--- src/sv/i2cw_pkg.sv ---
`default_nettype none

package i2cw_pkg;

  localparam int unsigned BitsPerByte = 8;
  localparam int unsigned TickWidth   = 16;
  localparam int unsigned BitIdxWidth = 4;

  localparam logic [TickWidth-1:0] HalfPeriodReset = 16'd10;
  localparam logic [TickWidth-1:0] HalfPeriodMin   = 16'd1;

  localparam logic [0:0] OpTick = 1'b0;
  localparam logic [0:0] OpLoad = 1'b1;

  localparam logic RegIdxHalfPeriod = 1'b0;

  typedef struct packed {
    logic                   operation;
    logic [BitsPerByte-1:0] tx_byte;
    logic                   first_byte;
    logic                   last_byte;
    logic                   sda_in;
  } in_item_t;

  typedef struct packed {
    logic scl_level;
    logic sda_level;
    logic busy_res;
    logic nack_seen;
    logic byte_done;
  } out_item_t;

  typedef enum logic [1:0] {
    CMD_TICK,
    CMD_LOAD_START,
    CMD_LOAD_CONT
  } cmd_e;

  typedef struct packed {
    cmd_e                   cmd;
    logic [BitsPerByte-1:0] tx_byte;
    logic                   last_byte;
    logic                   sda_in;
  } cmd_t;

endpackage

`default_nettype wire

--- src/sv/i2cw_front.sv ---
`default_nettype none

module i2cw_front (
  input  logic              clk_i,
  input  logic              rst_ni,
  input  logic              push_i,
  input  i2cw_pkg::in_item_t item_i,
  output logic              full_o,
  input  logic              pop_i,
  output logic              empty_o,
  output i2cw_pkg::cmd_t    cmd_o
);
  import i2cw_pkg::*;

  cmd_t       mem_q [2];
  logic       wr_ptr_q, rd_ptr_q;
  logic [1:0] cnt_q;
  logic       do_push, do_pop;
  cmd_t       cmd_in;

  always_comb begin
    cmd_in.tx_byte   = item_i.tx_byte;
    cmd_in.last_byte = item_i.last_byte;
    cmd_in.sda_in    = item_i.sda_in;
    if (item_i.operation == OpTick) begin
      cmd_in.cmd = CMD_TICK;
    end else if (item_i.first_byte) begin
      cmd_in.cmd = CMD_LOAD_START;
    end else begin
      cmd_in.cmd = CMD_LOAD_CONT;
    end
  end

  assign full_o  = cnt_q == 2'd2;
  assign empty_o = cnt_q == 2'd0;
  assign do_push = push_i && !full_o;
  assign do_pop  = pop_i && !empty_o;
  assign cmd_o   = mem_q[rd_ptr_q];

  always_ff @(posedge clk_i) begin
    if (do_push) begin
      mem_q[wr_ptr_q] <= cmd_in;
    end
  end

  always_ff @(posedge clk_i or negedge rst_ni) begin
    if (!rst_ni) begin
      wr_ptr_q <= 1'b0;
      rd_ptr_q <= 1'b0;
      cnt_q    <= 2'd0;
    end else begin
      if (do_push) begin
        wr_ptr_q <= ~wr_ptr_q;
      end
      if (do_pop) begin
        rd_ptr_q <= ~rd_ptr_q;
      end
      if (do_push && !do_pop) begin
        cnt_q <= cnt_q + 2'd1;
      end else if (do_pop && !do_push) begin
        cnt_q <= cnt_q - 2'd1;
      end
    end
  end

endmodule

`default_nettype wire

--- src/sv/i2cw_out_q.sv ---
`default_nettype none

module i2cw_out_q (
  input  logic               clk_i,
  input  logic               rst_ni,
  input  logic               push_i,
  input  i2cw_pkg::out_item_t item_i,
  output logic               full_o,
  input  logic               pop_i,
  output logic               empty_o,
  output i2cw_pkg::out_item_t item_o
);
  import i2cw_pkg::*;

  out_item_t  mem_q [2];
  logic       wr_ptr_q, rd_ptr_q;
  logic [1:0] cnt_q;
  logic       do_push, do_pop;

  assign full_o  = cnt_q == 2'd2;
  assign empty_o = cnt_q == 2'd0;
  assign do_push = push_i && !full_o;
  assign do_pop  = pop_i && !empty_o;
  assign item_o  = mem_q[rd_ptr_q];

  always_ff @(posedge clk_i) begin
    if (do_push) begin
      mem_q[wr_ptr_q] <= item_i;
    end
  end

  always_ff @(posedge clk_i or negedge rst_ni) begin
    if (!rst_ni) begin
      wr_ptr_q <= 1'b0;
      rd_ptr_q <= 1'b0;
      cnt_q    <= 2'd0;
    end else begin
      if (do_push) begin
        wr_ptr_q <= ~wr_ptr_q;
      end
      if (do_pop) begin
        rd_ptr_q <= ~rd_ptr_q;
      end
      if (do_push && !do_pop) begin
        cnt_q <= cnt_q + 2'd1;
      end else if (do_pop && !do_push) begin
        cnt_q <= cnt_q - 2'd1;
      end
    end
  end

endmodule

`default_nettype wire

--- src/sv/i2cw_engine.sv ---
`default_nettype none

module i2cw_engine (
  input  logic                              clk_i,
  input  logic                              rst_ni,
  input  logic [i2cw_pkg::TickWidth-1:0]    half_period_i,
  input  logic                              cmd_valid_i,
  input  i2cw_pkg::cmd_t                    cmd_i,
  output logic                              cmd_pop_o,
  input  logic                              res_full_i,
  output logic                              res_push_o,
  output i2cw_pkg::out_item_t               res_o
);
  import i2cw_pkg::*;

  typedef enum logic [3:0] {
    PH_IDLE,
    PH_START_A,
    PH_START_B,
    PH_BIT_LOW,
    PH_BIT_HIGH,
    PH_ACK_LOW,
    PH_ACK_HIGH,
    PH_STOP_A,
    PH_STOP_B,
    PH_STOP_C,
    PH_WAIT
  } phase_e;

  phase_e                 phase_q, phase_d, target;
  logic [BitIdxWidth-1:0] bit_q, bit_d;
  logic [TickWidth-1:0]   dcnt_q, dcnt_d, dcnt_inc, hp_eff;
  logic [BitsPerByte-1:0] shift_q, shift_d;
  logic                   last_q, last_d;
  logic                   abort_q, abort_d;
  logic                   nack_q, nack_d;
  logic                   scl_q, scl_d, sda_q, sda_d;
  logic                   go, done, busy;
  logic                   fire;

  assign fire       = cmd_valid_i && !res_full_i;
  assign cmd_pop_o  = fire;
  assign res_push_o = fire;
  assign hp_eff     = (half_period_i == '0) ? HalfPeriodMin : half_period_i;
  assign busy       = (phase_q != PH_IDLE) && (phase_q != PH_WAIT);
  assign dcnt_inc   = dcnt_q + HalfPeriodMin;

  always_comb begin
    phase_d = phase_q;
    bit_d   = bit_q;
    dcnt_d  = dcnt_q;
    shift_d = shift_q;
    last_d  = last_q;
    abort_d = abort_q;
    nack_d  = nack_q;
    scl_d   = scl_q;
    sda_d   = sda_q;
    go      = 1'b0;
    done    = 1'b0;
    target  = PH_IDLE;

    if (cmd_i.cmd != CMD_TICK) begin
      if (!busy) begin
        if (cmd_i.cmd == CMD_LOAD_START) begin
          abort_d = 1'b0;
        end
        if (cmd_i.cmd == CMD_LOAD_START || !abort_q) begin
          shift_d = cmd_i.tx_byte;
          last_d  = cmd_i.last_byte;
          bit_d   = '0;
          go      = 1'b1;
          target  = (cmd_i.cmd == CMD_LOAD_START) ? PH_START_A : PH_BIT_LOW;
        end
      end
    end else if (busy) begin
      dcnt_d = dcnt_inc;
      if (dcnt_inc >= hp_eff) begin
        go = 1'b1;
        unique case (phase_q)
          PH_START_A:  target = PH_START_B;
          PH_START_B: begin
            bit_d  = '0;
            target = PH_BIT_LOW;
          end
          PH_BIT_LOW:  target = PH_BIT_HIGH;
          PH_BIT_HIGH: begin
            bit_d  = bit_q + 1'b1;
            target = (bit_d < BitIdxWidth'(BitsPerByte)) ? PH_BIT_LOW : PH_ACK_LOW;
          end
          PH_ACK_LOW:  target = PH_ACK_HIGH;
          PH_ACK_HIGH: begin
            nack_d = cmd_i.sda_in;
            done   = 1'b1;
            if (cmd_i.sda_in) begin
              abort_d = 1'b1;
              target  = PH_STOP_A;
            end else if (last_q) begin
              target = PH_STOP_A;
            end else begin
              target = PH_WAIT;
            end
          end
          PH_STOP_A:   target = PH_STOP_B;
          PH_STOP_B:   target = PH_STOP_C;
          default:     target = PH_IDLE;
        endcase
      end
    end

    if (go) begin
      phase_d = target;
      dcnt_d  = '0;
      unique case (target)
        PH_START_A: begin
          scl_d = 1'b1;
          sda_d = 1'b1;
        end
        PH_START_B:  sda_d = 1'b0;
        PH_BIT_LOW: begin
          scl_d = 1'b0;
          sda_d = (bit_d < BitIdxWidth'(BitsPerByte))
                ? shift_d[3'(BitsPerByte - 1) - bit_d[2:0]] : 1'b1;
        end
        PH_BIT_HIGH: scl_d = 1'b1;
        PH_ACK_LOW: begin
          scl_d = 1'b0;
          sda_d = 1'b1;
        end
        PH_ACK_HIGH: scl_d = 1'b1;
        PH_STOP_A: begin
          scl_d = 1'b0;
          sda_d = 1'b0;
        end
        PH_STOP_B:   scl_d = 1'b1;
        PH_STOP_C:   sda_d = 1'b1;
        default: begin
          scl_d = 1'b1;
          sda_d = 1'b1;
        end
      endcase
    end
  end

  always_comb begin
    res_o.scl_level = scl_d;
    res_o.sda_level = sda_d;
    res_o.busy_res  = (phase_d != PH_IDLE) && (phase_d != PH_WAIT);
    res_o.nack_seen = nack_d;
    res_o.byte_done = done;
  end

  always_ff @(posedge clk_i or negedge rst_ni) begin
    if (!rst_ni) begin
      phase_q <= PH_IDLE;
      bit_q   <= '0;
      dcnt_q  <= '0;
      shift_q <= '0;
      last_q  <= 1'b0;
      abort_q <= 1'b0;
      nack_q  <= 1'b0;
      scl_q   <= 1'b1;
      sda_q   <= 1'b1;
    end else if (fire) begin
      phase_q <= phase_d;
      bit_q   <= bit_d;
      dcnt_q  <= dcnt_d;
      shift_q <= shift_d;
      last_q  <= last_d;
      abort_q <= abort_d;
      nack_q  <= nack_d;
      scl_q   <= scl_d;
      sda_q   <= sda_d;
    end
  end

  a_done_from_ack: assert property (@(posedge clk_i) disable iff (!rst_ni)
    fire && res_o.byte_done |-> phase_q == PH_ACK_HIGH)
    else $error("byte done outside acknowledge phase");

  a_start_sda_low: assert property (@(posedge clk_i) disable iff (!rst_ni)
    phase_q == PH_START_B |-> scl_q && !sda_q)
    else $error("start condition pins wrong");

  a_scl_low_phases: assert property (@(posedge clk_i) disable iff (!rst_ni)
    phase_q == PH_BIT_LOW || phase_q == PH_ACK_LOW || phase_q == PH_STOP_A |-> !scl_q)
    else $error("SCL released in a low phase");

  a_ack_released: assert property (@(posedge clk_i) disable iff (!rst_ni)
    phase_q == PH_ACK_LOW || phase_q == PH_ACK_HIGH |-> sda_q)
    else $error("SDA driven during acknowledge");

endmodule

`default_nettype wire

--- src/sv/i2c_master_byte_writer_core.sv ---
// Channel  | Handshake          | Payload
// input    | push / full        | in_item_i  (operation, tx_byte, first_byte, last_byte, sda_in)
// result   | empty / pop        | out_item_o (scl_level, sda_level, busy_res, nack_seen, byte_done)
// config   | APB write, pready=1| half_period_ticks at byte address 0
//
// One item per clock sustained while the result queue has room; an accepted item waits in
// the input queue until the engine takes it, and its result is written to the result queue.
// The bit engine updates its phase state once per item, which sets that rate.
// Two-entry queues sit on both sides of the engine; each side stalls on its own.
// Reset brings both lines released, the engine idle and half_period_ticks at 10.
`default_nettype none

module i2c_master_byte_writer_core (
  input  logic                clk_i,
  input  logic                rst_ni,
  input  logic                push,
  input  i2cw_pkg::in_item_t  in_item_i,
  output logic                full,
  output logic                empty,
  input  logic                pop,
  output i2cw_pkg::out_item_t out_item_o,
  input  logic                psel,
  input  logic                penable,
  input  logic                pwrite,
  input  logic [2:0]          paddr,
  input  logic [31:0]         pwdata,
  output logic [31:0]         prdata,
  output logic                pready
);
  import i2cw_pkg::*;

  logic [TickWidth-1:0] half_period_q;
  logic                 cfg_wr;
  logic                 cmd_empty, cmd_pop;
  cmd_t                 cmd;
  logic                 res_full, res_push;
  out_item_t            res;

  assign pready = 1'b1;
  assign cfg_wr = psel && penable && pwrite && pready && (paddr[2] == RegIdxHalfPeriod);
  assign prdata = (paddr[2] == RegIdxHalfPeriod)
                ? {{(32 - TickWidth){1'b0}}, half_period_q} : '0;

  always_ff @(posedge clk_i or negedge rst_ni) begin
    if (!rst_ni) begin
      half_period_q <= HalfPeriodReset;
    end else if (cfg_wr) begin
      half_period_q <= pwdata[TickWidth-1:0];
    end
  end

  i2cw_front u_front (
    .clk_i   (clk_i),
    .rst_ni  (rst_ni),
    .push_i  (push),
    .item_i  (in_item_i),
    .full_o  (full),
    .pop_i   (cmd_pop),
    .empty_o (cmd_empty),
    .cmd_o   (cmd)
  );

  i2cw_engine u_engine (
    .clk_i         (clk_i),
    .rst_ni        (rst_ni),
    .half_period_i (half_period_q),
    .cmd_valid_i   (!cmd_empty),
    .cmd_i         (cmd),
    .cmd_pop_o     (cmd_pop),
    .res_full_i    (res_full),
    .res_push_o    (res_push),
    .res_o         (res)
  );

  i2cw_out_q u_out_q (
    .clk_i   (clk_i),
    .rst_ni  (rst_ni),
    .push_i  (res_push),
    .item_i  (res),
    .full_o  (res_full),
    .pop_i   (pop),
    .empty_o (empty),
    .item_o  (out_item_o)
  );

endmodule

`default_nettype wire

--- config.mk ---
export PLATFORM = sky130hd
export DESIGN_NAME = i2c_master_byte_writer_core
export DESIGN_NICKNAME = d
export VERILOG_FILES = /design/src/sv/i2cw_pkg.sv /design/src/sv/i2cw_front.sv /design/src/sv/i2cw_out_q.sv /design/src/sv/i2cw_engine.sv /design/src/sv/i2c_master_byte_writer_core.sv
export SDC_FILE = /design/constraint.sdc
export NUM_CORES = 1
export LEC_CHECK = 0
export ABC_AREA = 1
export BUFFER_PORTS_ARGS = -buffer_cell sky130_fd_sc_hd__buf_2
export CAP_MARGIN = 20
export CELL_PAD_IN_SITES_DETAIL_PLACEMENT = 0
export CELL_PAD_IN_SITES_GLOBAL_PLACEMENT = 1
export CORE_MARGIN = 1.5
export CORE_UTILIZATION = 45
export DETAILED_ROUTE_END_ITERATION = 12
export GPL_TIMING_DRIVEN = 0
export PLACE_DENSITY = 0.84
export RECOVER_POWER = 50
export SLEW_MARGIN = 20
export SYNTH_ARGS = -nofsm -noshare
export SYNTH_HDL_FRONTEND = slang
export SYNTH_HIERARCHICAL = 1
export SYNTH_SLANG_ARGS = --single-unit
--- constraint.sdc ---
create_clock -name clk_i -period 6.24 [get_ports clk_i]
set_input_delay 0.312 -clock clk_i [delete_from_list [all_inputs] [get_ports clk_i]]
set_output_delay 0.312 -clock clk_i [all_outputs]
set_load 0.02 [all_outputs]
==> results.md <==
* Core Box Area at 12,100 µm²
* Max Slew Vio Count at 50
* Hold Violations, Final at 0
* Drt first pass iters at 5
* Status: finished with violations
* Cells after Synth at 706
* Yosys cell types at 40
* CTS Hold Bufs at 1
* Congestion Overflow GR at 0
* Worst slew pin tran at 2.69 ns
* Clk pwr share at 0.188
* Worst path slowest cell: dfrtp_1
* Antenna cells at 0
* Iter 0 DRT Violations at 210
* Layout cell share with drive strength beyond 1 at 0.158
* CTS tree: built
* Seq pwr share at 0.360
* Clk_lat worst skew at 0.35 ns
* Syn_area_per_cell at 7.95 µm²
* Final setup vio count at 0
* Pwr dens at 426 nW/µm²
* RSZ-0062 raised after global routing: no
* Psw at 1.19 mW
* I/O Buffers at 57
* Post-Route WL at 11,500 µm
* CP Launch Type: flop
* Final Critical Period at 4.46 ns
* Register bit total from synthesis at 95
* Row count at 40
* Clk root buf: clkbuf_16
* First-pass GRT wire length at 19,700 µm
* Hold slack final at 0.149 ns
* CTS buffer count at 9
* Synthesized area at 5610 µm²
* Final total power at 2.74 mW
* P&R area growth vs syn at 14.7%
* End-of-flow core utilization at 0.532
* Internal at 1.56 mW
* Worst stage delay on the critical path at 0.44 ns
* Hold WC Path Type: input pin to flop
* Vias/cell at 4.77
* RePlAce Congestion at 0.854
* Setup Skew at 0.0115 ns
* TritonCTS Sinks at 95
* Dpl hpwl at 8870 µm
* Post-cts sizing count at 0
* Die area at 13,200 µm²
* EDFF count, synth at 34
* Most frequent cells in the layout: 202 x nand2_1, 121 x inv_1, 57 x dfrtp_1
* Worst Path Max Fanout at 8
* Drt drc at 0
* Main synth FF type: dfrtp_1
* Largest delay share family, worst path: simple AND/OR/NAND/NOR gates
* Die height at 115 µm
* Arr. time, crit path at 4.58 ns
* # Post-CTS Setup Buffers at 0
* Combinational Power Share at 0.452
* Sequential share of the synthesized area at 0.455
* Fmax at 224 MHz
* Nets at 865
* Die W at 115 µm
* Top cell by count, worst path: nand2_1
* Synth top area cells: dfrtp_1 25%, edfxtp_1 18%, nand2_1 14%, inv_1 8.0%, ha_1 4.5%
* Vias in the first global route at 4,382
* Peak VDD IR at 0.000256 V
* Ys Warns at 6
* Failing checks: max-capacitance violations, max-slew violations
* Leakage power at 3.39 nW
* Setup tns final at 0 ns
* Critical Path Sink Type: flop
* GRT Util Overall at 0.189
* Largest net degree at the start of global routing at 50
* Worst Path Required at 6.35 ns
* Area leader, netlist: dfrtp_1
* CP bufs+invs at 4
* Max-cap viol count at 1
* Post-DR wirelength/cell at 12.0 µm
* Switching fraction of total power at 0.432
* Worst slew margin at -0.792
* Commonest non-fill, non-tap cell in the layout: nand2_1
* CTS HTree Levels at 3
* Post-synth top area share at 0.254
* WS Path Type: flop to flop
* Synth async-reset ratio at 0.642
* Vias at 4,602
* Number of routed nets with antenna violations at 0
* Worst-path clk slew at 0.07 ns
* Initial antenna violation count at 0
* Initial Utilization at 0.463
* Final critical-path share of the clock period at 0.715
* Max clock buf depth at 2
* Io pins at 94
* Filler cells at 1,209
registers in the layout (all words and copies together) (netlist names), 2 cells and up:
register / cells
u_engine/phase_q: 4
u_out_q/mem_q: 10
half_period_q: 16
u_engine/bit_q: 4
u_engine/shift_q: 8
u_out_q/cnt_q: 2
u_front/cnt_q: 2
u_engine/dcnt_q: 16
u_front/mem_q: 24
worst paths after layout:
path | from | to | slack, ns | depth (start not counted)
max in group asynchronous | rst_ni | half_period_q[7]$_DFFE_PN0P_ | 2.71 | 3
min | in_item_i[5] | u_front/mem_q[0][4]$_DFFE_PP_ | 0.15 | 1
min in group asynchronous | rst_ni | u_engine/abort_q$_DFFE_PN0P_ | 0.54 | 2
max | u_engine/dcnt_q[0]$_DFFE_PN0P_ | u_out_q/mem_q[1][3]$_DFFE_PP_ | 1.78 | 26
max reg2reg | u_engine/dcnt_q[0]$_DFFE_PN0P_ | u_out_q/mem_q[1][3]$_DFFE_PP_ | 1.78 | 26
min reg2reg | u_engine/scl_q$_DFFE_PN1P_ | u_engine/scl_q$_DFFE_PN1P_ | 0.47 | 2
routing by layer:
layer  global-route usage  vias up  wire, µm
met1                0.248     2112      5440
met3               0.0429       16       502
met5                    0        -         0
li1                     -     2370         -
met4               0.0558        0       157
met2                0.313      104      5440
power groups by stage:
stage          Combinational (mW)  Sequential, mW  Clock, mW
6_report                     1.24           0.986      0.516
3_5_place_dp                 1.25           0.996          0
3_3_place_gp                 1.21           0.989          0
2_1_floorplan               0.956           0.961          0
5_1_grt                      1.44            1.00      0.556
4_1_cts                      1.26           0.985      0.529
synthesized netlist by cell type, types with 4 or more instances:
cell type,count
buf_4,23
nor4_1,5
dfstp_2,4
nor3_1,5
buf_2,5
dfrtp_1,57
nor2_2,6
a21oi_1,15
nand4_1,4
nand3_1,47
nor2_1,38
edfxtp_1,34
o22ai_1,10
clkbuf_1,5
o21ai_0,44
nand2_1,202
xor2_1,15
o21ai_1,5
inv_2,8
ha_1,20
inv_1,120
area by class of cell:
class	instances	area (µm²)	area share
Sequential cell	95	2550	0.397
Multi-Input combinational cell	462	2380	0.370
Inverter	128	480	0.0746
Timing Repair Buffer	59	288	0.0447
Buffer	36	249	0.0387
Clock buffer	10	229	0.0356
Tap cell	168	210	0.0327
Clock inverter	6	45.0	0.00700
through the flow:
step / cells / instance area [µm²] / setup slack, ns
6_report: 964 / 6440 / 1.78
5_1_grt: 964 / 6440 / 1.28
4_1_cts: 964 / 6480 / 1.79
3_5_place_dp: 947 / 6190 / 1.81
3_3_place_gp: 946 / 6160 / 1.84
2_1_floorplan: 721 / 5670 / 2.46
cell families after synthesis:
| kind of cell | share of synthesized area |
|---|---|
| AO/OA/AOI/OAI | 0.0776 |
| XOR/XNOR | 0.0281 |
| adder cells (fa/ha/maj) | 0.0446 |
| buffers and inverters | 0.130 |
| flip-flops | 0.455 |
| multiplexers | 0.00201 |
| other | 0.00134 |
| AND/OR/NAND/NOR | 0.261 |
Note: power is estimated with default switching activity, not from simulation.
